## src/hdl/mws_pkg.sv

```systemverilog
`timescale 1ns / 1ps
// ----------------------------------------------------------------------------
// mws_pkg: shared definitions for the maximum window sum block
// Register codes, reset values, fixed field widths and the per-item flag
// word passed from the front end to the back end.
// ----------------------------------------------------------------------------
package mws_pkg;

  // Configuration port
  localparam int CFG_W     = 7;
  localparam int CFG_IDX_W = 2;

  localparam logic [CFG_IDX_W-1:0] REG_MATRIX_ROWS = 2'd0;
  localparam logic [CFG_IDX_W-1:0] REG_MATRIX_COLS = 2'd1;
  localparam logic [CFG_IDX_W-1:0] REG_WINDOW_ROWS = 2'd2;
  localparam logic [CFG_IDX_W-1:0] REG_WINDOW_COLS = 2'd3;

  localparam logic [CFG_W-1:0] RST_MATRIX_ROWS = 7'd64;
  localparam logic [CFG_W-1:0] RST_MATRIX_COLS = 7'd64;
  localparam logic [CFG_W-1:0] RST_WINDOW_ROWS = 7'd1;
  localparam logic [CFG_W-1:0] RST_WINDOW_COLS = 7'd1;

  // Result width
  localparam int OUT_W = 27;

  // Entries in the queue between front and back
  localparam int QUEUE_DEPTH = 4;

  // Classification of one element
  typedef struct packed {
    logic first_col;  // column 0: restart the horizontal sum
    logic top_row;    // row 0: column sum starts from zero
    logic sub_row;    // drop the element that left the window vertically
    logic sub_col;    // drop the column sum that left the window horizontally
    logic cmp_en;     // a full window ends here
    logic last;       // last element of the matrix
  } item_flags_t;

  localparam int FLAGS_W = $bits(item_flags_t);

endpackage

```

## src/hdl/mws_front.sv

```systemverilog
`timescale 1ns / 1ps
// ----------------------------------------------------------------------------
// mws_front: element intake and classification
// Tracks the raster position, works out the window flags and the row store
// addresses for each element and pushes the result into the queue.
// ----------------------------------------------------------------------------
module mws_front #(
  parameter int MAX_ROWS      = 64,
  parameter int MAX_COLS      = 64,
  parameter int ELEMENT_WIDTH = 16
) (
  input  logic                                        clk_i,
  input  logic                                        rst_ni,
  input  logic                                        restart_i,
  input  logic [mws_pkg::CFG_W-1:0]                   matrix_rows_i,
  input  logic [mws_pkg::CFG_W-1:0]                   matrix_cols_i,
  input  logic [mws_pkg::CFG_W-1:0]                   window_rows_i,
  input  logic [mws_pkg::CFG_W-1:0]                   window_cols_i,
  input  logic                                        in_valid_i,
  output logic                                        in_ready_o,
  input  logic signed [ELEMENT_WIDTH-1:0]             element_value_i,
  input  logic                                        q_full_i,
  output logic                                        q_push_o,
  output logic [mws_pkg::FLAGS_W + ELEMENT_WIDTH
                + 2*((MAX_COLS > 1) ? $clog2(MAX_COLS) : 1)
                + 2*(((MAX_ROWS > 1) ? $clog2(MAX_ROWS) : 1)
                   + ((MAX_COLS > 1) ? $clog2(MAX_COLS) : 1))-1:0] q_data_o
);
  import mws_pkg::*;

  localparam int RW  = (MAX_ROWS > 1) ? $clog2(MAX_ROWS) : 1;
  localparam int CW  = (MAX_COLS > 1) ? $clog2(MAX_COLS) : 1;
  localparam int AW  = RW + CW;
  localparam int PMW = (RW > CW) ? RW : CW;
  localparam int DW  = ((PMW > CFG_W) ? PMW : CFG_W) + 2;

  // Map a raw size register onto 1 .. maxv
  function automatic logic [DW-1:0] clamp_dim(input logic [CFG_W-1:0] v,
                                               input logic [DW-1:0]    maxv);
    logic [DW-1:0] ext;
    ext = DW'(v);
    if (v == '0) begin
      return DW'(1);
    end else if (ext > maxv) begin
      return maxv;
    end
    return ext;
  endfunction

  logic [RW-1:0] row_q, row_d;
  logic [CW-1:0] col_q, col_d;
  logic [DW-1:0] rows_lim, cols_lim, win_rows, win_cols;
  logic [DW-1:0] row_x, col_x, row_n, col_n;
  logic [DW-1:0] rd_row_x, sub_col_x;
  logic          fits, col_end, row_end;
  item_flags_t   flags;
  logic [AW-1:0] wr_addr, rd_addr;

  assign rows_lim = clamp_dim(matrix_rows_i, DW'(MAX_ROWS));
  assign cols_lim = clamp_dim(matrix_cols_i, DW'(MAX_COLS));
  assign win_rows = DW'(window_rows_i);
  assign win_cols = DW'(window_cols_i);

  assign row_x = DW'(row_q);
  assign col_x = DW'(col_q);
  assign row_n = row_x + DW'(1);
  assign col_n = col_x + DW'(1);

  assign fits = (win_rows != '0) && (win_cols != '0) &&
                (win_rows <= rows_lim) && (win_cols <= cols_lim);

  assign col_end = (col_n >= cols_lim);
  assign row_end = (row_n >= rows_lim);

  // Classify the element at the current position
  always_comb begin
    flags.first_col = (col_q == '0);
    flags.top_row   = (row_q == '0);
    flags.sub_row   = (row_x >= win_rows);
    flags.sub_col   = (col_x >= win_cols);
    flags.cmp_en    = fits && (row_n >= win_rows) && (col_n >= win_cols);
    flags.last      = col_end && row_end;
  end

  assign rd_row_x  = row_x - win_rows;
  assign sub_col_x = col_x - win_cols;
  assign wr_addr   = {row_q, col_q};
  assign rd_addr   = {rd_row_x[RW-1:0], col_q};

  assign in_ready_o = !q_full_i;
  assign q_push_o   = in_valid_i && !q_full_i;
  assign q_data_o   = {flags, element_value_i, col_q, sub_col_x[CW-1:0], wr_addr, rd_addr};

  // Advance the raster position
  always_comb begin
    row_d = row_q;
    col_d = col_q;
    if (restart_i) begin
      row_d = '0;
      col_d = '0;
    end else if (q_push_o) begin
      if (col_end) begin
        col_d = '0;
        row_d = row_end ? '0 : RW'(row_n);
      end else begin
        col_d = CW'(col_n);
      end
    end
  end

  always_ff @(posedge clk_i or negedge rst_ni) begin
    if (!rst_ni) begin
      row_q <= '0;
      col_q <= '0;
    end else begin
      row_q <= row_d;
      col_q <= col_d;
    end
  end

endmodule

```

## config.mk

```make
export PLATFORM = sky130hd
export DESIGN_NAME = mws_front
export DESIGN_NICKNAME = d
export VERILOG_FILES = /design/src/hdl/mws_pkg.sv /design/src/hdl/mws_front.sv
export SDC_FILE = /design/constraint.sdc
export NUM_CORES = 1
export LEC_CHECK = 0
export BUFFER_PORTS_ARGS = -buffer_cell sky130_fd_sc_hd__clkbuf_2
export CAP_MARGIN = 30
export CORE_MARGIN = 2
export CORE_UTILIZATION = 54
export CTS_BUF_LIST = sky130_fd_sc_hd__clkbuf_8
export CTS_CLUSTER_DIAMETER = 150
export CTS_CLUSTER_SIZE = 30
export DETAILED_ROUTE_END_ITERATION = 12
export PLACE_DENSITY_LB_ADDON = 0.25
export SLEW_MARGIN = 20
export SYNTH_ARGS = -nofsm -noshare
export SYNTH_HDL_FRONTEND = slang
export SYNTH_SLANG_ARGS = --single-unit
```

## constraint.sdc

```tcl
create_clock -name clk_i -period 3.6 [get_ports clk_i]
set_input_delay 0.72 -clock clk_i [delete_from_list [all_inputs] [get_ports clk_i]]
set_output_delay 0.72 -clock clk_i [all_outputs]
set_load 0.005 [all_outputs]
```

### Word level (Yosys, flattened, before mapping)

Index checks and enable logic that the tools add are counted.

* multiplexer cells: 17
* reduce and logical (&&, ||, !) cells: 17
* multiply operators: 0
* shifts and indexed selects: 0
* div/mod/pow operators: 0
* add/subtract/negate cells: 4
* $lt $le $gt $ge: 10
* equality and inequality tests: 0
* bitwise logic cells: 0

Operators by type and width (count)
* two-way mux 9 bit: 6
* two-way mux 6 bit: 7
* greater-or-equal comparator 7 x 9 -> 1 bit: 2
* less-or-equal comparator 7 x 9 -> 1 bit: 2
* nonzero test 9 bit: 2
* adder 6 x 1 -> 7 bit, second input constant: 2
* greater-or-equal comparator 6 x 7 -> 1 bit: 2
* greater-or-equal comparator 7 bit: 2
* greater-than comparator 7 bit, second input constant: 2
* zero test 7 bit: 2
* zero test 6 bit: 2
* subtractor 6 bit: 2
* logical AND 1 bit: 7
* two-way mux 1 bit: 4
* nonzero test 2 bit: 2
* AND reduction 2 bit: 1
* zero test 1 bit: 1

* RAM bits: 0
* output and inout port bits: 60
* memories: 0
* register bits: 12
* bits in read-only memories: 0
* input bits: 49
* latch bits: 0

### Longest topological paths before layout

Gate-level depths: netlist of run 1.

* word-level depth: 9
* depth in mapped cells: 10
* gate-level depth less buffers: 10

### Worst setup path after synthesis of run 1

No wires, ideal clock.

* kind: input port to output port
* start point: input matrix_rows_i[1] (netlist name)
* end point: output q_data_o[52] (netlist name)
* path slack: 0.754 ns
* cell stages on the path: 8
* path buffers: 0
* arrival time: 2.126 ns
* cells stage by stage: nor3_1 a21oi_1 nor2_1 ha_1 nand2b_1 a211o_1 a211oi_4 nor2_1

RTL lines
* from (decl): line mws_front.sv:15 `input logic [mws_pkg::CFG_W-1:0] matrix_rows_i,`
* to (decl): line mws_front.sv:27 `+ ((MAX_COLS > 1) ? $clog2(MAX_COLS) : 1))-1:0] q_data_o`

==> results.yml, run 1 <==
outcome:
  status: "finished, final reports clean"
synthesis:
  synth_top_cell_by_area: "ha_1"
  yosys-top-cells-area: "ha_1, dfrtp_1, buf_4"
  syn_avg_cell_area_sq_um: 7.72
  synth_seq_cells: 12
  syn-instance-count: 323
  synth.top_cell.area_share_pct: 29.1
  netlist_area_sq_um: 2490
  synth.distinct_cells: 43
  synth.net_count: 432
  yosysWarnings: 0
  ys_seq_area_share_pct: 12.0
grt:
  grtUsageMet1_pct: 28.8
  use_met3_pct: 3.06
  grt_pass1_vias: 2356
  antenna_found_initial: 0
  grt_pass1_wl_um: 10300
  grt_use_total_pct: 24.8
  grt_max_degree: 13
  grt.busiest_layer: "met2"
  use_met2_pct: 47.2
  overflow: 0
layout:
  n_fill_cell: 397
  final_nets: 485
  drive_above_1_share_pct: 23.5
  final_common_cell: "clkbuf_2"
  antenna_cells: 0
  layout_common_cells: "clkbuf_2, ha_1, inv_1"
  area_growth_pct: 12.1
clock_network:
  cts_root_buf: "clkbuf_8"
  cts_buffers: 3
  clockBufferDepth: 2
  postCtsHoldBufs: 0
  cts_setup_buffers: 0
  clk_latency_ns: 0.25
  clk_pin_slew_ns: 0.06
  cts_tree: "done"
  htree_num_levels: 1
  cts_num_sinks: 12
sta:
  fin_crit_ns: 3.37
  tns_ns: 0
  final-hold-violation-count: 0
  setup_viol: 0
  fin_worst_skew_ns: 0.00294
  fin_crit_sh_pct: 93.5
  slew_headroom_pct: 57.0
  rsz0062_at_grt: "no"
  fin_hold_ws_ns: 0.352
  fmax_ghz: 0.297
  worst_pin_slew_ns: 0.643
  finalMaxSlewViolations: 0
placement:
  dp_hpwl_um: 5450
  io_buffers: 76
  gp_congestion: 0.891
power_and_ir_drop:
  leakage_uw: 0.00157
  power_density_nw_per_um2: 177
  total_power_uw: 495
  ir_worst_vdd_mv: 0.191
run:
  drv_cap: 0
floorplan:
  io_pins: 109
  coreArea_sq_um: 4410
  fp-row-count: 24
  initial_core_util_pct: 56.5
  die_w_um: 72.0
  die_h_um: 72.0
  die-area_sq_um: 5180
route:
  wire_per_inst_um: 14.6
  num_vias: 2427
  firstDrtPassIters: 4
  finalWirelength_um: 6250
  via_per_inst: 5.68
  initialDrtViolationCount: 144
  drc_errors: 0
  ant_nets: 0
worst_setup_path:
  crit_fanout: 12
  worstPathArrival_ns: 2.65
  cp_data_required_time_ns: 2.88
  start_kind: "flip-flop"
  crit_type: "reg2out"
  cp-end-kind: "output port"
min_path:
  min_path_type: "in2async"
worst max-delay path: stages (launching register included):
cell	delay (ns)
dfrtp_1	0.55
and3_1	0.24
nand3_1	0.09
xnor2_1	0.40
ha_1	0.32
nand2_1	0.07
nor3_1	0.06
a2111oi_1	0.44
nor4_1	0.10
clkbuf_2	0.13
cells in the mapped netlist:
master     number
a32o_1          2
o211ai_1        2
a311oi_1        1
buf_4          28
nor4_1          6
a211oi_1        7
fa_1            2
xor2_1          5
o22a_1          1
buf_2           1
o21ai_0        19
a21oi_2         1
nand2b_1        1
clkbuf_1        2
nand3_1         9
nand2_1        28
and3_1          3
o22ai_1         1
mux2i_1         1
a21oi_4         1
nand2b_4        1
a211o_1         3
ha_1           58
a41oi_1         1
a2111oi_0       1
a21boi_0        2
inv_1          40
a211oi_4        1
a22oi_1         1
o21ai_1         2
o2bb2ai_1       4
or4b_1          1
dfrtp_1        12
nor3b_1         1
nand4_1         7
or4_1           2
and2_1          2
nor2_1         27
nand4_2         1
nor2b_1         7
nor3_1          8
a21oi_1        13
xnor2_1         7
power by group:
part / internal (uW) / total [uW] / leakage, uW / switching, uW
sequential: 137 / 141 / 0.000167 / 4.51
clock: 96.9 / 151 / 0.0000288 / 53.9
combinational: 89.9 / 203 / 0.00137 / 113
total: 324 / 495 / 0.00157 / 172
path summary, 6_finish.rpt:
| path | endpoint | from | slack [ns] | cells past startpoint |
|---|---|---|---|---|
| max | q_data_o[53] | col_q[2] | 0.23 | 9 |
| min | col_q[5] | rst_ni | 0.35 | 1 |
| max reg2reg | row_q[2] | col_q[1] | 0.89 | 10 |
| min reg2reg | col_q[4] | col_q[4] | 0.63 | 3 |
| max in group asynchronous | col_q[2] | rst_ni | 3.02 | 1 |
| min in group clk_i | col_q[4] | col_q[4] | 0.63 | 3 |
state kept, by name (all words and copies together), names as in the netlist:
signal and count:
col_q 6, row_q 6
through the flow:
step	utilization [%]	instance area, sq um	worst slack (ns)	std cells
global placement	62.1	2740	0.326	423
finish	63.4	2800	0.234	427
global route	63.4	2800	0.00287	427
floorplan	-	2490	0.754	323
CTS	63.3	2800	0.0764	427
detailed placement	62.1	2740	0.340	423
final cells by class:
cell class                      count  area, sq um  share of cell area, %
Tap cell                           52         65.1                   2.33
Multi-Input combinational cell    240         1820                   65.2
Sequential cell                    12          300                   10.7
Timing Repair Buffer               79          403                   14.4
Inverter                           40          150                   5.37
Clock buffer                        4         55.1                   1.97
timing repair:
| item | 4_1_cts | 5_1_grt |
|---|---|---|
| hold endpoints to repair | 0 | 0 |
| gates resized for setup | 0 | 1 |
| endpoints found under the setup margin | 0 | 1 |
per-layer routing:
layer,share of wire [%],up-vias,wire length [um]
li1,-,1217,-
met1,42,1124,2620
met2,52,76,3280
met3,4.1,10,259
met4,1.6,0,97
met5,0,-,0
logic make-up after synthesis:
logic type / share of synthesized area, %
DFF: 12.0
adders and majority gates: 30.7
AOI/OAI and AO/OA: 17.2
buffers and inverters: 14.9
muxes: 0.401
and+or+nand+nor: 20.6
xor gates and xnor gates: 4.21
No activity file was read; power rests on OpenSTA's default activity.
==> inputs of run 2 (changes only) <==
--- a/config.mk
+++ b/config.mk
@@ -8,12 +8,13 @@
 export BUFFER_PORTS_ARGS = -buffer_cell sky130_fd_sc_hd__clkbuf_2
 export CAP_MARGIN = 30
 export CORE_MARGIN = 2
-export CORE_UTILIZATION = 54
+export CORE_UTILIZATION = 45
 export CTS_BUF_LIST = sky130_fd_sc_hd__clkbuf_8
 export CTS_CLUSTER_DIAMETER = 150
 export CTS_CLUSTER_SIZE = 30
 export DETAILED_ROUTE_END_ITERATION = 12
 export PLACE_DENSITY_LB_ADDON = 0.25
+export SETUP_SLACK_MARGIN = 0.3
 export SLEW_MARGIN = 20
 export SYNTH_ARGS = -nofsm -noshare
 export SYNTH_HDL_FRONTEND = slang
==> constraint.sdc (replaced) <==
create_clock -name clk_i -period 3 [get_ports clk_i]
set_input_delay 0.6 -clock clk_i [delete_from_list [all_inputs] [get_ports clk_i]]
set_output_delay 0.6 -clock clk_i [all_outputs]
set_load 0.005 [all_outputs]
==> run 2 against run 1 <==
Net effect:
- clock skew down 0.0015 ns
- sequential power up 19%
- sequential cell count unchanged
- via count up 5.7%
- non-clock buffer count up 41
- setup slack worse by 0.15 ns
- critical path type unchanged
- combinational power up 45%
- cell count up 14%
==> results.yml, run 2 (same netlist as run 1, synthesis figures left out) <==
floorplan:
  io_pins: 109
  die_w_um: 78.5
  coreArea_sq_um: 5440
  die_h_um: 78.5
  fp-row-count: 27
  initial_core_util_pct: 45.9
  die-area_sq_um: 6160
power_and_ir_drop:
  ir_worst_vdd_mv: 0.156
  power_density_nw_per_um2: 188
  leakage_uw: 0.00180
sta:
  fin_worst_skew_ns: 0.00143
  slew_headroom_pct: 55.7
  setup_viol: 0
  fin_crit_sh_pct: 97.2
  fmax_ghz: 0.343
  fin_hold_ws_ns: 0.239
  final-hold-violation-count: 0
  worst_pin_slew_ns: 0.663
  rsz0062_at_grt: "yes"
  fin_crit_ns: 2.92
  fin_ws_ns: 0.0827
  finalMaxSlewViolations: 0
route:
  num_vias: 2565
  finalWirelength_um: 6790
  wire_per_inst_um: 13.9
  drc_errors: 0
  ant_nets: 0
  firstDrtPassIters: 4
  initialDrtViolationCount: 120
  via_per_inst: 5.26
placement:
  dp_hpwl_um: 5350
  gp_congestion: 0.860
  dp_slack_ns: 0.0668
  placedCellCount: 468
  io_buffers: 76
worst_setup_path:
  start_kind: "flip-flop"
  worst_path_max_delay_cell: "dfrtp_1"
  cp_top_family: "adder cells"
  crit_path_frequent_cell: "ha_1"
  cp_data_required_time_ns: 2.40
  cpPeakStageDelay_ns: 0.43
  path_cells: "buf_6 -> inv_2 -> ha_1 -> buf_4 -> ha_1 -> a211o_1 -> a211oi_4 -> nor2_2 -> clkbuf_2"
  worstPathArrival_ns: 2.32
  crit_buf_inv: 4
  crit_fanout: 4
  cp-end-kind: "output port"
  crit_type: "reg2out"
clock_network:
  htree_num_levels: 1
  clockBufferDepth: 2
  cts_root_buf: "clkbuf_8"
  cts_tree: "done"
  postCtsHoldBufs: 0
  clk_latency_ns: 0.24
  cts_buffers: 3
  cts_num_sinks: 12
  clk_pin_slew_ns: 0.06
grt:
  use_met2_pct: 42.5
  overflow: 0
  grtUsageMet1_pct: 26.7
  grt_use_total_pct: 22.1
  grt_pass1_vias: 2466
  use_met3_pct: 2.41
  grt.busiest_layer: "met2"
  antenna_found_initial: 0
  grt_max_degree: 13
  grt_pass1_wl_um: 11100
layout:
  area_growth_pct: 37.1
  post-route-util_pct: 62.9
  top_regs: "col_q (6), row_q (6)"
  final_common_cell: "clkbuf_2"
  final_cell_count_no_fill: 488
  layout_common_cells: "clkbuf_2, ha_1, buf_4"
  drive_above_1_share_pct: 43.0
  antenna_cells: 0
  final_nets: 526
run:
  drv_cap: 0
outcome:
  status: "finished, final reports clean"
min_path:
  min_path_type: "in2async"
run 2: cell types whose count changed in the layout (fill, tap and decap cells not counted), moves of 5 or more:
cell,previous run,this run
a211oi_2,0,5
a211oi_1,7,2
buf_6,0,5
inv_2,0,7
inv_1,40,33
ha_4,0,8
buf_4,3,39
ha_1,58,49
o21ai_0,19,14
run 2: final timing paths:
kind,from,cells past startpoint,to,slack (ns)
max reg2reg,row_q[0],10,row_q[1],0.50
min,rst_ni,1,col_q[4],0.24
max in group asynchronous,rst_ni,1,row_q[2],2.50
max,row_q[0],9,q_data_o[52],0.08
min reg2reg,row_q[5],2,row_q[5],0.63
min in group clk_i,row_q[5],2,row_q[5],0.63
run 2: metrics by stage:
| stage | total power (uW) | cell area, sq um | setup TNS [ns] |
|---|---|---|---|
| floorplan | 340 | 2490 | 0 |
| global placement | 419 | 2950 | 0 |
| detailed placement | 424 | 2950 | 0 |
| CTS | 625 | 3240 | 0 |
| global route | 695 | 3420 | -0.109 |
| finish | 644 | 3420 | 0 |
run 2: worst reg2reg max path, delay by kind of cell, from the launching register on:
family	cells	cell delay, ns
buffers and inverters	4	0.51
AOI/OAI and AO/OA	3	0.74
and+or+nand+nor	1	0.17
DFF	1	0.43
adders and majority gates	2	0.58
run 2: layout make-up:
cell class	count	area (sq um)
fill	499	2020
multi-input combinational	240	2090
inverter	40	150
sequential	12	305
tap	72	90.1
clock buffer	4	55.1
timing repair buffer	120	729
run 2: layer usage:
layer | wire [um] | vias to the layer above
met5 | 0 | -
met2 | 3610 | 87
li1 | - | 1294
met1 | 2840 | 1172
met3 | 265 | 12
met4 | 73 | 0
run 2: what timing repair did:
action                                  4_1_cts  5_1_grt
endpoints found under the setup margin        6       11
resized for setup                            36       34
buffers inserted                             10        6
hold endpoints to repair                      0        0
pin swaps                                    15       18
run 2: power breakdown:
| part | total, uW | switching [uW] | internal [uW] |
|---|---|---|---|
| logic | 295 | 156 | 139 |
| registers | 168 | 3.75 | 165 |
| clock network | 181 | 64.3 | 116 |
