File: src/hdl/mws_pkg.sv
`timescale 1ns / 1ps
// ----------------------------------------------------------------------------
// mws_pkg: shared definitions for the maximum window sum block
// Register codes, reset values, fixed field widths and the per-item flag
// word passed from the front end to the back end.
// ----------------------------------------------------------------------------
package mws_pkg;

  // Configuration port
  localparam int CFG_W     = 7;
  localparam int CFG_IDX_W = 2;

  localparam logic [CFG_IDX_W-1:0] REG_MATRIX_ROWS = 2'd0;
  localparam logic [CFG_IDX_W-1:0] REG_MATRIX_COLS = 2'd1;
  localparam logic [CFG_IDX_W-1:0] REG_WINDOW_ROWS = 2'd2;
  localparam logic [CFG_IDX_W-1:0] REG_WINDOW_COLS = 2'd3;

  localparam logic [CFG_W-1:0] RST_MATRIX_ROWS = 7'd64;
  localparam logic [CFG_W-1:0] RST_MATRIX_COLS = 7'd64;
  localparam logic [CFG_W-1:0] RST_WINDOW_ROWS = 7'd1;
  localparam logic [CFG_W-1:0] RST_WINDOW_COLS = 7'd1;

  // Result width
  localparam int OUT_W = 27;

  // Entries in the queue between front and back
  localparam int QUEUE_DEPTH = 4;

  // Classification of one element
  typedef struct packed {
    logic first_col;  // column 0: restart the horizontal sum
    logic top_row;    // row 0: column sum starts from zero
    logic sub_row;    // drop the element that left the window vertically
    logic sub_col;    // drop the column sum that left the window horizontally
    logic cmp_en;     // a full window ends here
    logic last;       // last element of the matrix
  } item_flags_t;

  localparam int FLAGS_W = $bits(item_flags_t);

endpackage

File: src/hdl/mws_queue.sv
`timescale 1ns / 1ps
// ----------------------------------------------------------------------------
// mws_queue: short FIFO between front end and back end
// Holds classified elements so that either side can stall on its own.
// ----------------------------------------------------------------------------
module mws_queue #(
  parameter int WIDTH = 8
) (
  input  logic             clk_i,
  input  logic             rst_ni,
  input  logic             push_i,
  input  logic [WIDTH-1:0] data_i,
  output logic             full_o,
  input  logic             pop_i,
  output logic [WIDTH-1:0] data_o,
  output logic             empty_o
);
  import mws_pkg::*;

  localparam int PW = $clog2(QUEUE_DEPTH);

  logic [WIDTH-1:0] mem_q [QUEUE_DEPTH];
  logic [PW-1:0]    wptr_q, rptr_q;
  logic [PW:0]      count_q;

  assign full_o  = (count_q == (PW+1)'(QUEUE_DEPTH));
  assign empty_o = (count_q == '0);
  assign data_o  = mem_q[rptr_q];

  // Advance pointers and occupancy
  always_ff @(posedge clk_i or negedge rst_ni) begin
    if (!rst_ni) begin
      wptr_q  <= '0;
      rptr_q  <= '0;
      count_q <= '0;
    end else begin
      if (push_i) begin
        wptr_q <= wptr_q + 1'b1;
      end
      if (pop_i) begin
        rptr_q <= rptr_q + 1'b1;
      end
      if (push_i && !pop_i) begin
        count_q <= count_q + 1'b1;
      end else if (pop_i && !push_i) begin
        count_q <= count_q - 1'b1;
      end
    end
  end

  // Store entries
  always_ff @(posedge clk_i) begin
    if (push_i) begin
      mem_q[wptr_q] <= data_i;
    end
  end

endmodule

File: config.mk
export PLATFORM = sky130hd
export DESIGN_NAME = mws_queue
export DESIGN_NICKNAME = d
export VERILOG_FILES = /design/src/hdl/mws_pkg.sv /design/src/hdl/mws_queue.sv
export SDC_FILE = /design/constraint.sdc
export NUM_CORES = 1
export LEC_CHECK = 0
export ABC_AREA = 1
export BUFFER_PORTS_ARGS = -buffer_cell sky130_fd_sc_hd__clkbuf_2
export CAP_MARGIN = 20
export CORE_MARGIN = 10
export CORE_UTILIZATION = 25
export CTS_CLUSTER_SIZE = 20
export DETAILED_ROUTE_END_ITERATION = 8
export GPL_ROUTABILITY_DRIVEN = 0
export SETUP_SLACK_MARGIN = 0.15
export SYNTH_ARGS = -nofsm -noshare
export SYNTH_HDL_FRONTEND = slang
export SYNTH_SLANG_ARGS = --single-unit
File: constraint.sdc
create_clock -name clk_i -period 1.78 [get_ports clk_i]
set_input_delay 0.356 -clock clk_i [delete_from_list [all_inputs] [get_ports clk_i]]
set_output_delay 0.356 -clock clk_i [all_outputs]
set_load 0.05 [all_outputs]
Word-level counts from Yosys, hierarchy flattened:

Memories as Yosys holds them, arrays and structs flattened.
Index checks and enable logic that the tools add are counted.

* register bits after elaboration: 7
* latch bits: 0
* RAM bits: 32
* bits in read-only memories: 0
* input port bits: 12
* output and inout port bits: 10
* memories: 1

* add/sub/neg operators: 4
* $mul: 0
* div/mod/pow operators: 0
* $lt $le $gt $ge: 0
* equal/unequal tests: 1
* shift-type cells: 0
* mux-type cells: 4
* bitwise gates (word level): 0
* reduce and logical (&&, ||, !) cells: 6

Memory list
* mem_q: words 4, bits a word 8, read ports 1, clocked after memory_dff 0, write ports 1, RTL line mws_queue.sv:22 `logic [WIDTH-1:0] mem_q [QUEUE_DEPTH];`

Operators by type and width (number)
* $mux W3: 2
* $add A2 B1 Y2 const B: 2
* $add A3 B1 Y3 const B: 1
* $eq A3 B3 Y1 const B: 1
* $logic_not A3 Y1: 1
* $sub A3 B1 Y3 const B: 1
* $logic_and A1 B1 Y1: 2
* $logic_not A1 Y1: 2
* $mux W1: 2
* $reduce_bool A2 Y1: 1

Depth between registers and ports, before layout:

Gate-level depths: netlist of run 1.

* depth after elaboration: 4
* gate-level depth with buffers: 9
* gate-level depth less buffers: 9

Worst setup path before layout of run 1:

OpenSTA, ideal clock, no wires.

* path kind: register to output
* start: register count_q[0]
* end: output port empty_o
* arrival: 1.522 ns
* path slack: -0.098 ns
* stages on the path, launching flop included: 2
* buffers on the path: 0
* path through: dfrtp_1 -> nor3_1

* longest elaborated chain between the ends: 1

Ends and longest elaborated chain
* from (decl): RTL line mws_queue.sv:24 `logic [PW:0] count_q;`
* from (signal assigned): RTL line mws_queue.sv:44 `count_q <= count_q + 1'b1;`
* from (signal assigned): RTL line mws_queue.sv:46 `count_q <= count_q - 1'b1;`
* $logic_not A3 Y1: RTL line mws_queue.sv:27 `assign empty_o = (count_q == '0);`
* to (decl): RTL line mws_queue.sv:16 `output logic empty_o`

No other way between the ends.

Worst setup path after layout of run 1:

* start: register rptr_q[0]
* end: output port data_o[3]

* longest elaborated chain between the ends: 1

Ends and longest elaborated chain
* from (decl): RTL line mws_queue.sv:23 `logic [PW-1:0] wptr_q, rptr_q;`
* from (signal assigned): RTL line mws_queue.sv:41 `rptr_q <= rptr_q + 1'b1;`
* $mem_v2 Z4 W8
* to (decl): RTL line mws_queue.sv:15 `output logic [WIDTH-1:0] data_o,`

No other way between the ends.

==> results of run 1 <==
path summary, 6_finish.rpt:
path                       cells past startpoint                     end                   start
setup / recovery                               4               data_o[3]   rptr_q[0]$_DFFE_PN0P_
hold / removal                                 1   mem_q[3][6]$_DFFE_PP_               data_i[6]
setup reg to reg                               4   mem_q[0][6]$_DFFE_PP_   wptr_q[0]$_DFFE_PN0P_
hold reg to reg                                2  count_q[2]$_DFFE_PN0P_  count_q[2]$_DFFE_PN0P_
max in group asynchronous                      2   rptr_q[1]$_DFFE_PN0P_                  rst_ni
min in group asynchronous                      2   wptr_q[0]$_DFFE_PN0P_                  rst_ni
critical path, delay by kind of cell, from the launching register on:
family                 cells  cell delay [ns]
DFF                        1             0.41
buffers and inverters      2             0.34
and+or+nand+nor            1             0.14
AOI/OAI and AO/OA          1             0.17
kinds of logic after synthesis:
logic type	after synthesis	synth area share, %
fa+ha+maj	6	4.84
buf+inv	34	9.53
xor+xnor	4	2.05
simple gates	41	9.38
compound gates	17	7.62
flops	39	66.6
synth_stat cells:
cell      count
clkbuf_2      1
nand3_1       1
fa_1          1
o211ai_2      1
nor3_1        2
buf_2         1
xor2_1        3
o21ai_1       1
nand2_1      37
edfxtp_1     32
nand4_1       1
inv_1        27
ha_1          5
inv_4         1
buf_6         4
o211ai_1     15
dfrtp_1       7
xnor2_1       1
registers in the layout, indices dropped and copies added, names as in the netlist:
| name | count |
|---|---|
| wptr_q | 2 |
| mem_q | 32 |
| rptr_q | 2 |
| count_q | 3 |
stage by stage:
step	cell area, um2	instances	setup TNS (ns)
final	2140	250	0
after global routing	2140	250	-0.0162
after CTS	2120	248	0
after detailed placement	1980	238	0
after global placement	1980	238	0
after floorplan	1710	141	-0.197
repair_timing:
item,CTS,global route
setup endpoints to repair,8,10
resized for setup,5,4
hold buffers,1,0
pin swaps,4,8
buffers inserted,1,2
hold endpoints to repair,7,0
metal layers:
layer	track usage, %	up-vias
li1	-	520
met1	6.80	455
met2	10.2	18
met3	2.28	8
met4	4.34	0
met5	0	-
final cells by class:
type	instances	area [um2]
multi-input cells	68	408
inverters	28	108
fillers	661	4580
clock buffers	5	68.8
repair buffers	27	278
clock inverters	3	43.8
well taps	80	100
flip-flops and latches	39	1140
where the power goes:
part           total [mW]  internal (mW)  switching (mW)
combinational        2.08          0.864            1.21
clock               0.731          0.417           0.313
sequential           1.37           1.22           0.147
total                4.18           2.51            1.67
==> metrics.md, run 1 <==
| Metric | Value |
|---|---|
| Largest cells by area after synthesis | `edfxtp_1, dfrtp_1, nand2_1, o211ai_1, inv_1` |
| GR Util All Layers | `6.32%` |
| Yosys reg bits | `39` |
| Antenna Cells | `0` |
| ANT nets after route | `0` |
| Global-route wire length before repair | `4890 um` |
| Clk slew on worst S/H paths | `roughly 0.080 ns` |
| GR Overflow Total | `0` |
| Setup Crit Path Kind | `register to primary output` |
| Maximum clock path buffer count | `2` |
| CP max stage delay | `between 0.4 and 0.5 ns` |
| RSZ-0062 raised after global routing | `true` |
| Share of layout cells above drive strength 1 | `roughly 22%` |
| CTS Buf Count | `5` |
| Die Wd | `103 um` |
| Nets@finish | `187` |
| DR iter-0 viols | `33` |
| Clk sink count | `39` |
| Syn. warnings | `0` |
| Via density | `4.00` |
| Mean area per synthesized cell | `12.1 um2` |
| CP max-delay cell | `dfrtp_1` |
| Worst slack at placement | `0.212 ns` |
| PortBufs | `21` |
| Syn_nets | `about 160` |
| DR WL/cell | `12.2 um` |
| Post-synthesis sequential area ratio | `approximately two thirds` |
| Post-DP HPWL | `2180 um` |
| Die Span Y | `103 um` |
| Leak pwr | `between 0.9 and 1 nW` |
| Min-delay worst type | `input port to register` |
| Max-cap viol count | `0` |
| CTS tree | `built` |
| Top routing layer used | `met4` |
| Antenna violations before repair | `0` |
| DRT met1 WL | `1330 um` |
| Commonest non-fill, non-tap cells in the layout | `nand2_1, edfxtp_1, inv_1` |
| Critical Path Fanout Max | `17` |
| Outcome | `complete, no violations` |
| Largest net degree at the start of global routing | `18` |
| Deepest level of the CTS H-tree | `2` |
| Starting Density | `approximately 25%` |
| Yosys top cell by area | `edfxtp_1` |
| Setup Skew | `between 0.007 and 0.008 ns` |
| Required time of the critical path | `1.42 ns` |
| Fmax | `589 MHz` |
| Post-Syn Instances | `141` |
| DRC viols | `0` |
| Met2 WL | `1470 um` |
| I/O Pins | `22` |
| Endpoints failing setup | `0` |
| First-pass DRT Iterations | `4` |
| Worst Path Arrival | `1.34 ns` |
| Final period utilization | `95.4%` |
| Mapped Area | `0.00171 mm2` |
| WL final | `3050 um` |
| Area Growth Syn to Fin | `25.6%` |
| Via count | `1001` |
| Site Rows | `30` |
| Clk root buf | `clkbuf_8` |
| Total power draw | `4.18 mW` |
| CP startpoint kind | `register` |
| Final setup margin | `just over 0.08 ns` |
| Worst-margin pin slew | `roughly 0.38 ns` |
| Final core occ | `31.9%` |
| Ratio of total power to cell area | `1950 mW/mm2` |
| Core area | `0.00672 mm2` |
| Fin. max-slew vios | `0` |
| Peak VDD IR | `0.788 mV` |
| Distinct cells, synth | `18` |
| Slew margin rel. | `74.4%` |
| Number of global-route vias before repair | `~1000` |
| Hold Slack | `0.276 ns` |
| Die area | `0.0105 mm2` |
| Met3 WL post-DR | `140 um` |
| Final min period | `1.70 ns` |
| Worst-Skew Late Latency | `about 0.30 ns` |
| Worst setup EP type | `primary output` |
| Post-synth top area share | `between 50% and 60%` |
| Worst R2R Setup Slack | `a little over 0.4 ns` |
| Cell breakdown of the critical path | `buf_6 > o211ai_1 > nand2_1 > buf_12` |
| Most common library cell in the layout ignoring fill and taps | `nand2_1` |
| Hold Violations, Final | `0` |
Note: power is estimated with default switching activity, not from simulation.
==> run 2: changes to the inputs <==
--- a/config.mk
+++ b/config.mk
@@ -5,7 +5,6 @@
 export SDC_FILE = /design/constraint.sdc
 export NUM_CORES = 1
 export LEC_CHECK = 0
-export ABC_AREA = 1
 export BUFFER_PORTS_ARGS = -buffer_cell sky130_fd_sc_hd__clkbuf_2
 export CAP_MARGIN = 20
 export CORE_MARGIN = 10
==> metrics.md, run 2 <==
| Metric | Value |
|---|---|
| Clk sink count | `39 (unchanged)` |
| Fraction of registers with async set/reset | `17.9% (unchanged)` |
| Core area | `0.00596 mm2 (-11%)` |
| Critical Path Fanout Max | `8 (-9)` |
| Post-Syn Instances | `76 (-46%)` |
| Antenna violations before repair | `0 (unchanged)` |
| DRC viols | `0 (unchanged)` |
| Worst-Skew Late Latency | `0.28 ns (-0.02 ns)` |
| Via count | `764 (-24%)` |
| PortBufs | `21 (unchanged)` |
| Top delay family on crit path | `multiplexers` |
| Required time of the critical path | `1.42 ns (about the same)` |
| Fin. max-slew vios | `0 (unchanged)` |
| Clk root buf | `clkbuf_8` |
| Leak pwr | `0.721 nW (-23%)` |
| Top flop regs | `mem_q: 32 flops, count_q: 3 flops` |
| Failing checks | `setup timing` |
| Site Rows | `28 (-6.7%)` |
| Maximum clock path buffer count | `2 (unchanged)` |
| Distinct cells, synth | `17 (-1)` |
| Largest net degree at the start of global routing | `12 (-6)` |
| DR iter-0 viols | `62 (+88%)` |
| Yosys reg bits | `39 (unchanged)` |
| First-pass DRT Iterations | `3 (-1)` |
| Setup Skew | `0.00523 ns (-0.00242 ns)` |
| Largest cells by area after synthesis | `edfxtp_1, mux4_2, dfrtp_1, ha_1, xor2_1` |
| Clk slew on worst S/H paths | `0.07 ns (about the same)` |
| Nets@finish | `124 (-34%)` |
| Slew margin rel. | `68.2% (-6.2 points)` |
| Final min period | `1.88 ns (+0.183 ns)` |
| Post-DP HPWL | `1960 um (-10%)` |
| Share of layout cells above drive strength 1 | `38.7% (+17 points)` |
| ANT nets after route | `0 (unchanged)` |
| GR Util All Layers | `5.89% (-0.44 points)` |
| Post-synth top area share | `62.1% (+5.8 points)` |
| Deepest level of the CTS H-tree | `2 (unchanged)` |
| Syn. warnings | `0 (unchanged)` |
| Die Wd | `98.7 um (-3.8%)` |
| Global-route wire length before repair | `4510 um (-7.9%)` |
| Most common cell in the netlist | `edfxtp_1` |
| Cell breakdown of the critical path | `buf_12 > mux4_2 > buf_8` |
| Via density | `4.22 (+5.4%)` |
| Total power draw | `3.53 mW (-16%)` |
| Worst-margin pin slew | `0.478 ns (+0.0941 ns)` |
| Final period utilization | `106% (+10 points)` |
| Worst path bufs/invs | `2 (unchanged)` |
| CP startpoint kind | `register` |
| Die Span Y | `98.7 um (-3.8%)` |
| Layout fillers | `579 (-12%)` |
| CP max-delay cell | `mux4_2` |
| Worst Path Arrival | `1.53 ns (+0.19 ns)` |
| GR Overflow Total | `0 (unchanged)` |
| Mapped Area | `0.00155 mm2 (-9.3%)` |
| Biggest register | `mem_q` |
| Min-delay worst type | `input port to register` |
| RSZ-0062 raised after global routing | `true` |
| Final setup margin | `-0.102 ns (-0.183 ns)` |
| CTS tree | `built` |
| Top cells by count, synth | `edfxtp_1, mux4_2, dfrtp_1` |
| Starting Density | `26.0% (+0.59 points)` |
| Most common library cell in the layout ignoring fill and taps | `edfxtp_1` |
| Syn_nets | `94 (-41%)` |
| Worst slack at placement | `0.0821 ns (-0.130 ns)` |
| Commonest non-fill, non-tap cells in the layout | `edfxtp_1, clkbuf_2, mux4_2, buf_8, dfrtp_1` |
| CTS Buf Count | `5 (unchanged)` |
| Top_reg_cell synth | `edfxtp_1` |
| Post-synth EDFFs | `32 (unchanged)` |
| WL final | `2680 um (-12%)` |
| Endpoints failing setup | `8 (+8)` |
| I/O Pins | `22 (unchanged)` |
| Max-cap viol count | `0 (unchanged)` |
| Outcome | `finished, violations left` |
| Peak VDD IR | `0.804 mV (+2.1%)` |
| Mean area per synthesized cell | `20.4 um2 (+68%)` |
| DR WL/cell | `14.8 um (+21%)` |
| Antenna Cells | `0 (unchanged)` |
| Die area | `0.00974 mm2 (-7.5%)` |
| Hold Violations, Final | `0 (unchanged)` |
| CP max stage delay | `0.52 ns (+0.11 ns)` |
| Yosys top cell by area | `edfxtp_1` |
| Worst setup EP type | `primary output` |
| Ratio of total power to cell area | `1810 mW/mm2 (-7.0%)` |
| Fmax | `531 MHz (-9.7%)` |
| Setup Crit Path Kind | `register to primary output` |
| Post-synthesis sequential area ratio | `73.4% (+6.8 points)` |
| Area Growth Syn to Fin | `25.7% (about the same)` |
| Number of global-route vias before repair | `898 (-10%)` |
| Largest register FFs | `32 (unchanged)` |
[run 2: what timing repair did]
action                     in CTS  in global routing
hold endpoints to repair        7                  0
resized for setup              17                 10
setup buffers                   1                  1
hold buffers                    1                  0
setup endpoints to repair       9                 10
[run 2: final cells by class]
| class | count | area (um2) | share of cell area [%] |
|---|---|---|---|
| flip-flops and latches | 39 | 1140 | 58.4 |
| multi-input cells | 31 | 390 | 20.1 |
| repair buffers | 25 | 233 | 12.0 |
| well taps | 75 | 93.8 | 4.82 |
| clock buffers | 5 | 68.8 | 3.54 |
| inverters | 4 | 15.0 | 0.772 |
| clock inverters | 2 | 8.76 | 0.450 |
[run 2: metal layers]
metal | vias to the layer above | global-route usage [%] | part of all wire, %
met4 | 0 | 3.97 | 1.3
li1 | 349 | - | -
met1 | 395 | 5.33 | 37
met2 | 18 | 10.9 | 55
met5 | - | 0 | 0
met3 | 2 | 1.89 | 6.1
[run 2: cells by family after synthesis]
group	share of synthesized area, %
AND/OR/NAND/NOR	3.15
buffers and inverters	2.02
multiplexers	12.4
adder cells (fa/ha/maj)	5.34
flip-flops	73.4
XOR/XNOR	3.40
AO/OA/AOI/OAI	0.323
[run 2: worst register-to-register path, cell delays in order, from the launching register on]
cell and delay, ns:
dfrtp_1 0.41, inv_1 0.12, ha_1 0.15, and2_1 0.42
[run 2: metrics by stage]
step                      hold slack [ns]  util [%]  TNS, ns  instances  area, um2
after detailed placement            0.206      29.6        0        171       1760
final                               0.298      32.7   -0.768        181       1950
after global placement              0.198      29.6        0        171       1760
after CTS                           0.286      32.4   -0.997        180       1930
after floorplan                    0.0604         -        0         76       1560
after global routing                0.289      32.7    -1.33        181       1950
[run 2: power by group]
group / total [mW] / internal [mW] / switching [mW]
clock: 0.529 / 0.260 / 0.269
sequential: 1.39 / 1.22 / 0.166
combinational: 1.61 / 0.726 / 0.883
total: 3.53 / 2.21 / 1.32
[run 2: final timing paths]
check,from,end,slack (ns),cells past startpoint
setup / recovery,rptr_q[0]$_DFFE_PN0P_,data_o[6],-0.10,3
hold / removal,data_i[2],mem_q[2][2]$_DFFE_PP_,0.30,1
setup reg to reg,wptr_q[1]$_DFFE_PN0P_,mem_q[0][4]$_DFFE_PP_,0.33,3
hold reg to reg,count_q[2]$_DFFE_PN0P_,count_q[2]$_DFFE_PN0P_,0.53,1
max in group asynchronous,rst_ni,wptr_q[1]$_DFFE_PN0P_,1.17,2
min in group asynchronous,rst_ni,count_q[0]$_DFFE_PN0P_,0.44,2
==> run 3: changes to the inputs <==
--- a/config.mk
+++ b/config.mk
@@ -5,13 +5,14 @@
 export SDC_FILE = /design/constraint.sdc
 export NUM_CORES = 1
 export LEC_CHECK = 0
-export BUFFER_PORTS_ARGS = -buffer_cell sky130_fd_sc_hd__clkbuf_2
+export BUFFER_PORTS_ARGS = -buffer_cell sky130_fd_sc_hd__buf_2
 export CAP_MARGIN = 20
 export CORE_MARGIN = 10
-export CORE_UTILIZATION = 25
+export CORE_UTILIZATION = 59
 export CTS_CLUSTER_SIZE = 20
 export DETAILED_ROUTE_END_ITERATION = 8
 export GPL_ROUTABILITY_DRIVEN = 0
+export PLACE_DENSITY = 0.82
 export SETUP_SLACK_MARGIN = 0.15
 export SYNTH_ARGS = -nofsm -noshare
 export SYNTH_HDL_FRONTEND = slang
==> metrics.md, run 3 (same netlist as run 2, synthesis figures left out) <==
| Metric | Value |
|---|---|
| Site Rows | `18 (-36%)` |
| Total power draw | `3.32 mW (-5.8%)` |
| Final core occ | `74.1% (+41 points)` |
| Grt met2 use | `17.7% (+6.9 points)` |
| Largest register FFs | `32 (unchanged)` |
| Min-delay worst type | `input port to register` |
| First-pass DRT Iterations | `4 (+1)` |
| Ratio of total power to cell area | `1790 mW/mm2 (-1.1%)` |
| Via density | `5.37 (+27%)` |
| Setup Crit Path Kind | `register to primary output` |
| Failing checks | `setup timing` |
| Multi-input logic area | `390 um2 (unchanged)` |
| Die Span Y | `71.2 um (-28%)` |
| Area Growth Syn to Fin | `19.6%` |
| Slew margin rel. | `69.6% (+1.4 points)` |
| Outcome | `finished, violations left` |
| Biggest register | `mem_q` |
| Nets@finish | `126 (+1.6%)` |
| Leak pwr | `0.700 nW (-2.9%)` |
| DRC viols | `0 (unchanged)` |
| RSZ-0062 raised after global routing | `true` |
| Required time of the critical path | `1.42 ns (about the same)` |
| Die area | `0.00507 mm2 (-48%)` |
| CTS Buf Count | `5 (unchanged)` |
| PortBufs | `21 (unchanged)` |
| Top flop regs | `mem_q: 32 flops, count_q: 3 flops` |
| DR WL/cell | `18.0 um (+22%)` |
| Antenna violations before repair | `0 (unchanged)` |
| Layout fillers | `165 (-72%)` |
| Starting Density | `61.9% (+36 points)` |
| Clk slew on worst S/H paths | `0.11 ns (+0.04 ns)` |
| Worst slack at placement | `0.133 ns (+0.0508 ns)` |
| CP startpoint kind | `register` |
| Worst-Skew Late Latency | `0.33 ns (+0.05 ns)` |
| Final setup margin | `-0.160 ns (-0.0587 ns)` |
| Antenna Cells | `0 (unchanged)` |
| CTS tree | `built` |
| Design area | `0.00185 mm2 (-4.8%)` |
| Setup Skew | `0.00646 ns (+0.00123 ns)` |
| Die Wd | `71.2 um (-28%)` |
| Most common library cell in the layout ignoring fill and taps | `edfxtp_1` |
| Grt peak-use layer | `met2` |
| Critical Path Fanout Max | `3 (-5)` |
| Endpoints failing setup | `8 (unchanged)` |
| Fin. max-slew vios | `0 (unchanged)` |
| Met3 GRT Util | `4.55% (+2.7 points)` |
| Fmax | `515 MHz (-3.0%)` |
| TNS Setup | `-1.14 ns (-0.369 ns)` |
| Register area | `0.00114 mm2 (+0.11%)` |
| Via count | `746 (-2.4%)` |
| Worst Path Arrival | `1.58 ns (+0.05 ns)` |
| Peak VDD IR | `1.32 mV (+64%)` |
| Max-cap viol count | `0 (unchanged)` |
| Clk root buf | `clkbuf_4` |
| Final min period | `1.94 ns (+0.0587 ns)` |
| Hold Violations, Final | `0 (unchanged)` |
| Global-route wire length before repair | `4120 um (-8.6%)` |
| Share of layout cells above drive strength 1 | `40.4% (+1.7 points)` |
| Core area | `0.00250 mm2 (-58%)` |
| Clk sink count | `39 (unchanged)` |
| Final period utilization | `109% (+3.3 points)` |
| GR Overflow Total | `0 (unchanged)` |
| Worst setup EP type | `primary output` |
| Largest net degree at the start of global routing | `13 (+1)` |
| WL final | `2500 um (-6.6%)` |
| Commonest non-fill, non-tap cells in the layout | `edfxtp_1, buf_2, buf_6` |
| DR iter-0 viols | `14 (-77%)` |
| Deepest level of the CTS H-tree | `2 (unchanged)` |
| GR Util All Layers | `10.6% (+4.7 points)` |
| ANT nets after route | `0 (unchanged)` |
| Number of global-route vias before repair | `859 (-4.3%)` |
| Maximum clock path buffer count | `2 (unchanged)` |
| Worst-margin pin slew | `0.457 ns (-0.0211 ns)` |
| GR met1 Demand/Resource | `11.5% (+6.2 points)` |
| Placed Area | `0.00171 mm2 (-3.1%)` |
| I/O Pins | `22 (unchanged)` |
==> run 3: cell types whose count changed in the layout (fill, tap and decap cells not counted), moves of 5 or more <==
cell,change
buf_2,+10
buf_6,+11
buf_8,-8
clkbuf_2,-11
clkbuf_4,+5
clkbuf_8,-5
==> run 3: critical path: stages (launching register included) <==
cell and delay (ns):
dfrtp_1 0.42, buf_4 0.16, mux4_2 0.51, buf_6 0.17
==> run 3: final timing paths <==
kind	from	to	slack [ns]	cells after the start
min in group asynchronous	rst_ni	wptr_q[1]$_DFFE_PN0P_	0.38	2
max	rptr_q[0]$_DFFE_PN0P_	data_o[4]	-0.16	3
min reg2reg	count_q[2]$_DFFE_PN0P_	count_q[2]$_DFFE_PN0P_	0.53	1
min	data_i[2]	mem_q[2][2]$_DFFE_PP_	0.23	1
max reg2reg	count_q[0]$_DFFE_PN0P_	count_q[2]$_DFFE_PN0P_	0.27	5
max in group asynchronous	rst_ni	count_q[0]$_DFFE_PN0P_	1.23	2
==> run 3: power breakdown <==
group	internal (mW)	switching [mW]
Sequential	1.22	0.162
Combinational	0.660	0.874
Clock	0.145	0.257
Total	2.03	1.29
==> run 3: what timing repair did <==
item,CTS,global route
endpoints found under the setup margin,10,10
hold buffers,1,0
endpoints found under the hold margin,7,0
gates resized for setup,19,3
buffers inserted,0,2
==> run 3: area by class of cell <==
type	instances	share of cell area [%]
Clock buffer	5	2.03
Multi-Input combinational cell	31	21.1
Clock inverter	3	0.811
Tap cell	30	2.03
Timing Repair Buffer	27	11.8
Sequential cell	39	61.4
Inverter	4	0.811
==> run 3: through the flow <==
stage,hold slack (ns),std cells
after global routing,0.209,139
after CTS,0.220,137
final,0.231,139
after detailed placement,0.195,128
after global placement,0.190,128
after floorplan,0.0604,76
==> run 3: routing by layer <==
metal	part of all wire (%)	wire length, um	up-vias
met2	54	1350	16
met5	0	0	-
met4	1.6	40	0
met1	40	996	375
met3	4.6	114	5
li1	-	-	350
